===== config.mk =====
export PLATFORM = sky130hd
export DESIGN_NAME = ffpa_cell
export DESIGN_NICKNAME = d
export VERILOG_FILES = /design/src/hw/rtl/ffpa_pkg.sv /design/src/hw/rtl/ffpa_cell.sv
export SDC_FILE = /design/constraint.sdc
export NUM_CORES = 1
export LEC_CHECK = 0
export BUFFER_PORTS_ARGS = -buffer_cell sky130_fd_sc_hd__buf_2
export CAP_MARGIN = 10
export CORE_UTILIZATION = 40
export CTS_CLUSTER_DIAMETER = 50
export DETAILED_ROUTE_END_ITERATION = 8
export MAX_ROUTING_LAYER = met4
export PLACE_DENSITY_LB_ADDON = 0.12
export SLEW_MARGIN = 40
export SYNTH_ARGS = -nofsm -noshare
export SYNTH_HDL_FRONTEND = slang
export SYNTH_SLANG_ARGS = --single-unit
export TNS_END_PERCENT = 5

===== constraint.sdc =====
create_clock -name clk -period 7.21 [get_ports clk]
set_input_delay 0.721 -clock clk [delete_from_list [all_inputs] [get_ports clk]]
set_output_delay 0.721 -clock clk [all_outputs]
set_load 0.01 [all_outputs]

===== src/hw/rtl/ffpa_pkg.sv =====
`default_nettype none

package ffpa_pkg;

    localparam int FIELD_W = 10;

    // request function codes
    localparam logic [1:0] FUNC_ALLOC = 2'd0;
    localparam logic [1:0] FUNC_FREE  = 2'd1;
    localparam logic [1:0] FUNC_INIT  = 2'd2;

    // result status codes
    localparam logic [1:0] STAT_OK         = 2'd0;
    localparam logic [1:0] STAT_NO_FIT     = 2'd1;
    localparam logic [1:0] STAT_BAD_HANDLE = 2'd2;

    typedef struct packed {
        logic [1:0]         func;
        logic [FIELD_W-1:0] req_bytes;
        logic [FIELD_W-1:0] handle;
    } req_t;

    typedef struct packed {
        logic [1:0]         status;
        logic [FIELD_W-1:0] payload_offset;
        logic [FIELD_W-1:0] used_bytes;
        logic [FIELD_W-1:0] free_bytes;
    } rsp_t;

    typedef enum logic [2:0] {
        OP_HOLD,
        OP_INIT,
        OP_EVAL_FIT,
        OP_EVAL_MATCH,
        OP_SPLIT,
        OP_TAKE,
        OP_MARK,
        OP_MERGE
    } cell_op_t;

    typedef struct packed {
        cell_op_t op;
        logic     sel;
        logic     left_sel;
        logic     above;
    } cell_ctl_t;

    typedef enum logic [3:0] {
        ST_IDLE,
        ST_QUOT,
        ST_NEED,
        ST_EVAL,
        ST_PICK,
        ST_APPLY,
        ST_MERGE_PREV,
        ST_INIT,
        ST_DONE
    } state_t;

endpackage

`default_nettype wire


===== src/hw/rtl/ffpa_cell.sv =====
`default_nettype none

module ffpa_cell #(
    parameter int W          = 11,
    parameter int HDR        = 24,
    parameter int INIT_BYTES = 1000,
    parameter bit FIRST      = 1'b0
) (
    input  wire logic                 clk,
    input  wire logic                 rst_n,
    input  wire ffpa_pkg::cell_ctl_t  ctl,
    input  wire logic [W-1:0]         key,
    input  wire logic [W-1:0]         left_start,
    input  wire logic [W-1:0]         left_bytes,
    input  wire logic                 left_free,
    input  wire logic                 left_valid,
    input  wire logic [W-1:0]         right_start,
    input  wire logic [W-1:0]         right_bytes,
    input  wire logic                 right_free,
    input  wire logic                 right_valid,
    output logic [W-1:0]              seg_start,
    output logic [W-1:0]              seg_bytes,
    output logic                      seg_free,
    output logic                      seg_valid,
    output logic                      hit
);

    import ffpa_pkg::*;

    localparam logic [W-1:0] HDR_W  = W'(HDR);
    localparam logic [W-1:0] INIT_W = W'(INIT_BYTES);

    logic [W-1:0] start_reg, start_next;
    logic [W-1:0] bytes_reg, bytes_next;
    logic         free_reg, free_next;
    logic         valid_reg, valid_next;
    logic         hit_reg, hit_next;

    always_comb
    begin
        start_next = start_reg;
        bytes_next = bytes_reg;
        free_next  = free_reg;
        valid_next = valid_reg;
        hit_next   = hit_reg;
        unique case (ctl.op)
            OP_HOLD:
            begin
            end
            OP_INIT:
            begin
                start_next = '0;
                bytes_next = FIRST ? INIT_W : '0;
                free_next  = FIRST;
                valid_next = FIRST;
            end
            OP_EVAL_FIT:
                hit_next = valid_reg & free_reg & (bytes_reg >= key);
            OP_EVAL_MATCH:
                hit_next = valid_reg & ((start_reg + HDR_W) == key);
            OP_SPLIT:
            begin
                if (ctl.sel)
                begin
                    bytes_next = key;
                    free_next  = 1'b0;
                end
                else if (ctl.left_sel)
                begin
                    // remainder of the segment to the left becomes a new free segment
                    start_next = left_start + HDR_W + key;
                    bytes_next = left_bytes - key - HDR_W;
                    free_next  = 1'b1;
                    valid_next = 1'b1;
                end
                else if (ctl.above)
                begin
                    start_next = left_start;
                    bytes_next = left_bytes;
                    free_next  = left_free;
                    valid_next = left_valid;
                end
            end
            OP_TAKE:
            begin
                if (ctl.sel)
                    free_next = 1'b0;
            end
            OP_MARK:
            begin
                if (ctl.sel)
                    free_next = 1'b1;
            end
            OP_MERGE:
            begin
                if (ctl.sel)
                begin
                    // absorb the right neighbor, header included
                    bytes_next = bytes_reg + right_bytes + HDR_W;
                    free_next  = 1'b1;
                end
                else if (ctl.above)
                begin
                    start_next = right_start;
                    bytes_next = right_bytes;
                    free_next  = right_free;
                    valid_next = right_valid;
                end
            end
            default:
            begin
            end
        endcase
    end

    always_ff @(posedge clk or negedge rst_n)
    begin
        if (!rst_n)
        begin
            start_reg <= '0;
            bytes_reg <= FIRST ? INIT_W : '0;
            free_reg  <= FIRST;
            valid_reg <= FIRST;
            hit_reg   <= 1'b0;
        end
        else
        begin
            start_reg <= start_next;
            bytes_reg <= bytes_next;
            free_reg  <= free_next;
            valid_reg <= valid_next;
            hit_reg   <= hit_next;
        end
    end

    assign seg_start = start_reg;
    assign seg_bytes = bytes_reg;
    assign seg_free  = free_reg;
    assign seg_valid = valid_reg;
    assign hit       = hit_reg;

endmodule

`default_nettype wire

==> key figures <==
STA
  – Rel. slew slack: 0.500
  – Worst-Margin Slew: 0.750 ns
  – Setup TNS: 0 ns
  – Fmax: 328 MHz
  – Crit share post-route: 0.423
  – RSZ-0062 raised after global routing: no
  – Skew final: 0.00221 ns
  – Slew Viols, Final: 0
  – Endpoints failing hold: 0
  – Min cycle time layout: 3.05 ns
  – Final setup violation count: 0

Worst setup path
  – Crit Path Class: input pin to flip-flop
  – Worst path buffer plus inverter count: 1
  – Crit. End Element: flip-flop
  – Delay of the slowest cell on the worst path: 0.42 ns
  – Required @ worst endpoint: 7.39 ns
  – Reg2reg setup slack: 4.26 ns
  – Crit Reg-Reg Startpoint: seg_bytes[1]$_DFFE_PN0P_
  – Crit-path cells: buf_2 -> ha_1 -> ha_1 -> fa_1 -> a21o_1 -> a21o_1 -> a21oi_1 -> mux2_2 -> a31oi_1 -> o31ai_1 -> a31o_2
  – Slowest CP cell: fa_1
  – Critical Path Start: right_bytes[1]
  – Critical path arrival: 3.24 ns
  – Startpoint types: input pin
  – Max FO, Critical Path: 2
  – Worst path top cell family by delay: compound AO/OA/AOI/OAI gates

Drt
  – DRT iter0 DRCs: 140
  – Final WL: 10,700 microns
  – Vias per inst: 5.44
  – DRC viols: 0
  – Vias: 3,792
  – Drt pass-1 iters: 5
  – WL/cell: 15.4 microns
  – ANT nets after route: 0

Flow run
  – Max-Cap Viols: 0

Clocking
  – CTS hold repair buffers: 0
  – Root buf cell: clkbuf_8
  – Max H-tree Level: 1
  – CTS Sinks: 25
  – Max Buffers Root-to-Sink: 2
  – Worst-Skew Late Latency: 0.28 ns
  – Clock slew at reported path FFs: 0.10 ns
  – CTS Buf Count: 3
  – Post-CTS Setup Repair Bufs: 0
  – Post-CTS sizing: 0
  – CTS tree: yes

Final layout
  – Nets: 707
  – Post-route cell area: 4430 sq um
  – Share of layout cells above drive strength 1: 0.192
  – Area Growth Syn to Fin: 16.4%
  – Final Util: 0.479

Floorplan
  – Initial core utilization: 0.412
  – # rows: 35
  – Die height: 99.6 microns
  – Die extent in x: 99.6 microns
  – Core region area: 9240 sq um
  – Die area: 9910 sq um
  – # IOs: 92

Synth
  – Top cell type's share of synthesized area: 0.227
  – Number of synthesized register bits: 25
  – Yosys top cell by area: ha_1
  – Register area share after synthesis: 0.164
  – Yosys Warn Count: 0
  – Post-synth EDFFs: 0
  – Mapped Avg Cell Area: 7.82 sq um
  – Unique masters post-synth: 50
  – Cells after Synth: 487
  – Mapped Nets: 626
  – Async set-reset flop share out of synthesis: 1.00
  – Synthesized area: 3810 sq um
  – Post-synth top flop: dfrtp_1
  – Synth top area cells: ha_1 23%, dfrtp_1 16%, a21oi_1 5.7%

Power
  – Sw Share: 0.441
  – P_sw: 305 uW
  – Clock share of power: 0.136
  – Internal power: 387 uW
  – Pleak: 0.00225 uW
  – Worst vdd ir: 0.0792 mV
  – PwrDens: 156 nW/um^2
  – Part of the power in combinational logic: 0.583
  – Reg power frac: 0.281

Global routing
  – GR peak layer: met2
  – Initial antenna violation count: 1
  – GRT Total Usage: 0.228
  – First-pass GRT wire length: 17,400 microns
  – GR Overflow Total: 0
  – GRT met2 Usage: 0.387
  – Grt met3 use: 0.0302
  – Grt met1 use: 0.291
  – Vias in the first global route: 3,615
  – Pin count of the biggest net entering global routing: 43

Placement
  – DP HPWL: 8470 microns
  – Cell Area, Placed: 4380 sq um
  – GP Congestion: 0.861
  – Port buffer count: 91

Run status
  – Run status: complete, no violations

Min path
  – Worst hold path type: input pin to async pin
-- cell usage in the layout, fill, tap and decap left out, types with 2 or more instances in the layout --
master and instances:
o31ai_1 2, a211o_1 2, a221oi_1 2, nand3_1 12, mux2_2 5, a31oi_1 10, nand4_1 5, ha_1 69
a21oi_1 43, a31o_2 2, o21a_1 6, nand2_1 27, nor2_1 44, a21o_1 10, buf_2 91, o21ai_0 30
nor2b_1 4, mux2i_1 14, xnor2_1 21, fa_1 3, buf_4 3, nor3_1 8, o21bai_1 2, and3_1 2
xor2_1 14, o211ai_1 4, inv_1 54, a22oi_1 7, nand2b_1 3, dfrtp_1 25, nor3b_1 3, clkbuf_8 3
a211oi_1 12, or2_2 2, o22ai_1 6, a2111oi_0 2
-- cell families (layout without fill, tap and decap cells) --
kind of cell | Yosys count | after routing | synth area share
other | 0 | 1 | 0
multiplexers | 20 | 20 | 0.0545
adder cells (fa/ha/maj) | 72 | 72 | 0.243
buffers and inverters | 72 | 152 | 0.0736
flip-flops | 25 | 25 | 0.164
AO/OA/AOI/OAI | 149 | 149 | 0.249
XOR/XNOR | 35 | 35 | 0.0805
AND/OR/NAND/NOR | 114 | 114 | 0.135
-- final timing paths --
kind                                            end  depth (start not counted)
setup / recovery           seg_bytes[7]$_DFFE_PN0P_                         11
hold / removal             seg_bytes[1]$_DFFE_PN0P_                          1
setup reg to reg           seg_bytes[7]$_DFFE_PN0P_                         10
hold reg to reg                     hit$_DFFE_PN0P_                          2
max in group asynchronous           hit$_DFFE_PN0P_                          1
min in group clk                    hit$_DFFE_PN0P_                          2
-- metrics by stage --
stage | power (uW) | worst slack, ns | hold slack [ns] | std cells
finish | 692 | 4.16 | 0.443 | 697
global route | 754 | 4.03 | 0.494 | 697
CTS | 698 | 4.14 | 0.462 | 696
detailed placement | 600 | 3.86 | 0.554 | 692
global placement | 590 | 3.90 | 0.551 | 692
floorplan | 481 | 4.17 | 0.425 | 487
-- power groups by stage --
| stage | Combinational (uW) | Clock [uW] | Sequential (uW) |
|---|---|---|---|
| global route | 456 | 99.8 | 198 |
| detailed placement | 402 | 0 | 198 |
| CTS | 404 | 98.3 | 195 |
| floorplan | 280 | 0 | 201 |
| finish | 403 | 94.2 | 195 |
| global placement | 392 | 0 | 198 |
-- worst register-to-register path, delay by kind of cell, from the launching register on --
family | cells | cell delay, ns
mux | 1 | 0.37
fa+ha+maj | 3 | 0.94
flops | 1 | 0.43
compound gates | 6 | 1.11
-- area by class of cell --
class	instances	area (sq um)
Antenna cell	1	2.50
Inverter	54	203
Multi-Input combinational cell	390	2920
Sequential cell	25	626
Clock buffer	4	45.0
Fill cell	978	4810
Tap cell	129	161
Timing Repair Buffer	94	478
-- Yosys cell counts (2+ instances only) --
| cell type | count |
|---|---|
| ha_1 | 69 |
| inv_1 | 54 |
| nor2_1 | 45 |
| a21oi_1 | 43 |
| o21ai_0 | 30 |
| nand2_1 | 27 |
| dfrtp_1 | 25 |
| xnor2_1 | 21 |
| mux2i_1 | 14 |
| xor2_1 | 14 |
| a211oi_1 | 12 |
| nand3_1 | 12 |
| clkbuf_1 | 11 |
| a21o_1 | 10 |
| a31oi_1 | 10 |
| nor3_1 | 8 |
| a22oi_1 | 7 |
| o21a_1 | 6 |
| o22ai_1 | 6 |
| buf_2 | 5 |
| mux2_2 | 5 |
| nand4_1 | 5 |
| nor2b_1 | 4 |
| o211ai_1 | 4 |
| fa_1 | 3 |
| nand2b_1 | 3 |
| nor3b_1 | 3 |
| a2111oi_0 | 2 |
| a211o_1 | 2 |
| a221oi_1 | 2 |
| a31o_2 | 2 |
| and3_1 | 2 |
| o21bai_1 | 2 |
| o31ai_1 | 2 |
| or2_2 | 2 |
-- layer usage --
metal	share of wire	wire length, microns
met3	0.053	569
met5	0	0
met1	0.46	4970
met2	0.48	5100
met4	0.0057	61
Note: power is estimated with default switching activity, not from simulation.
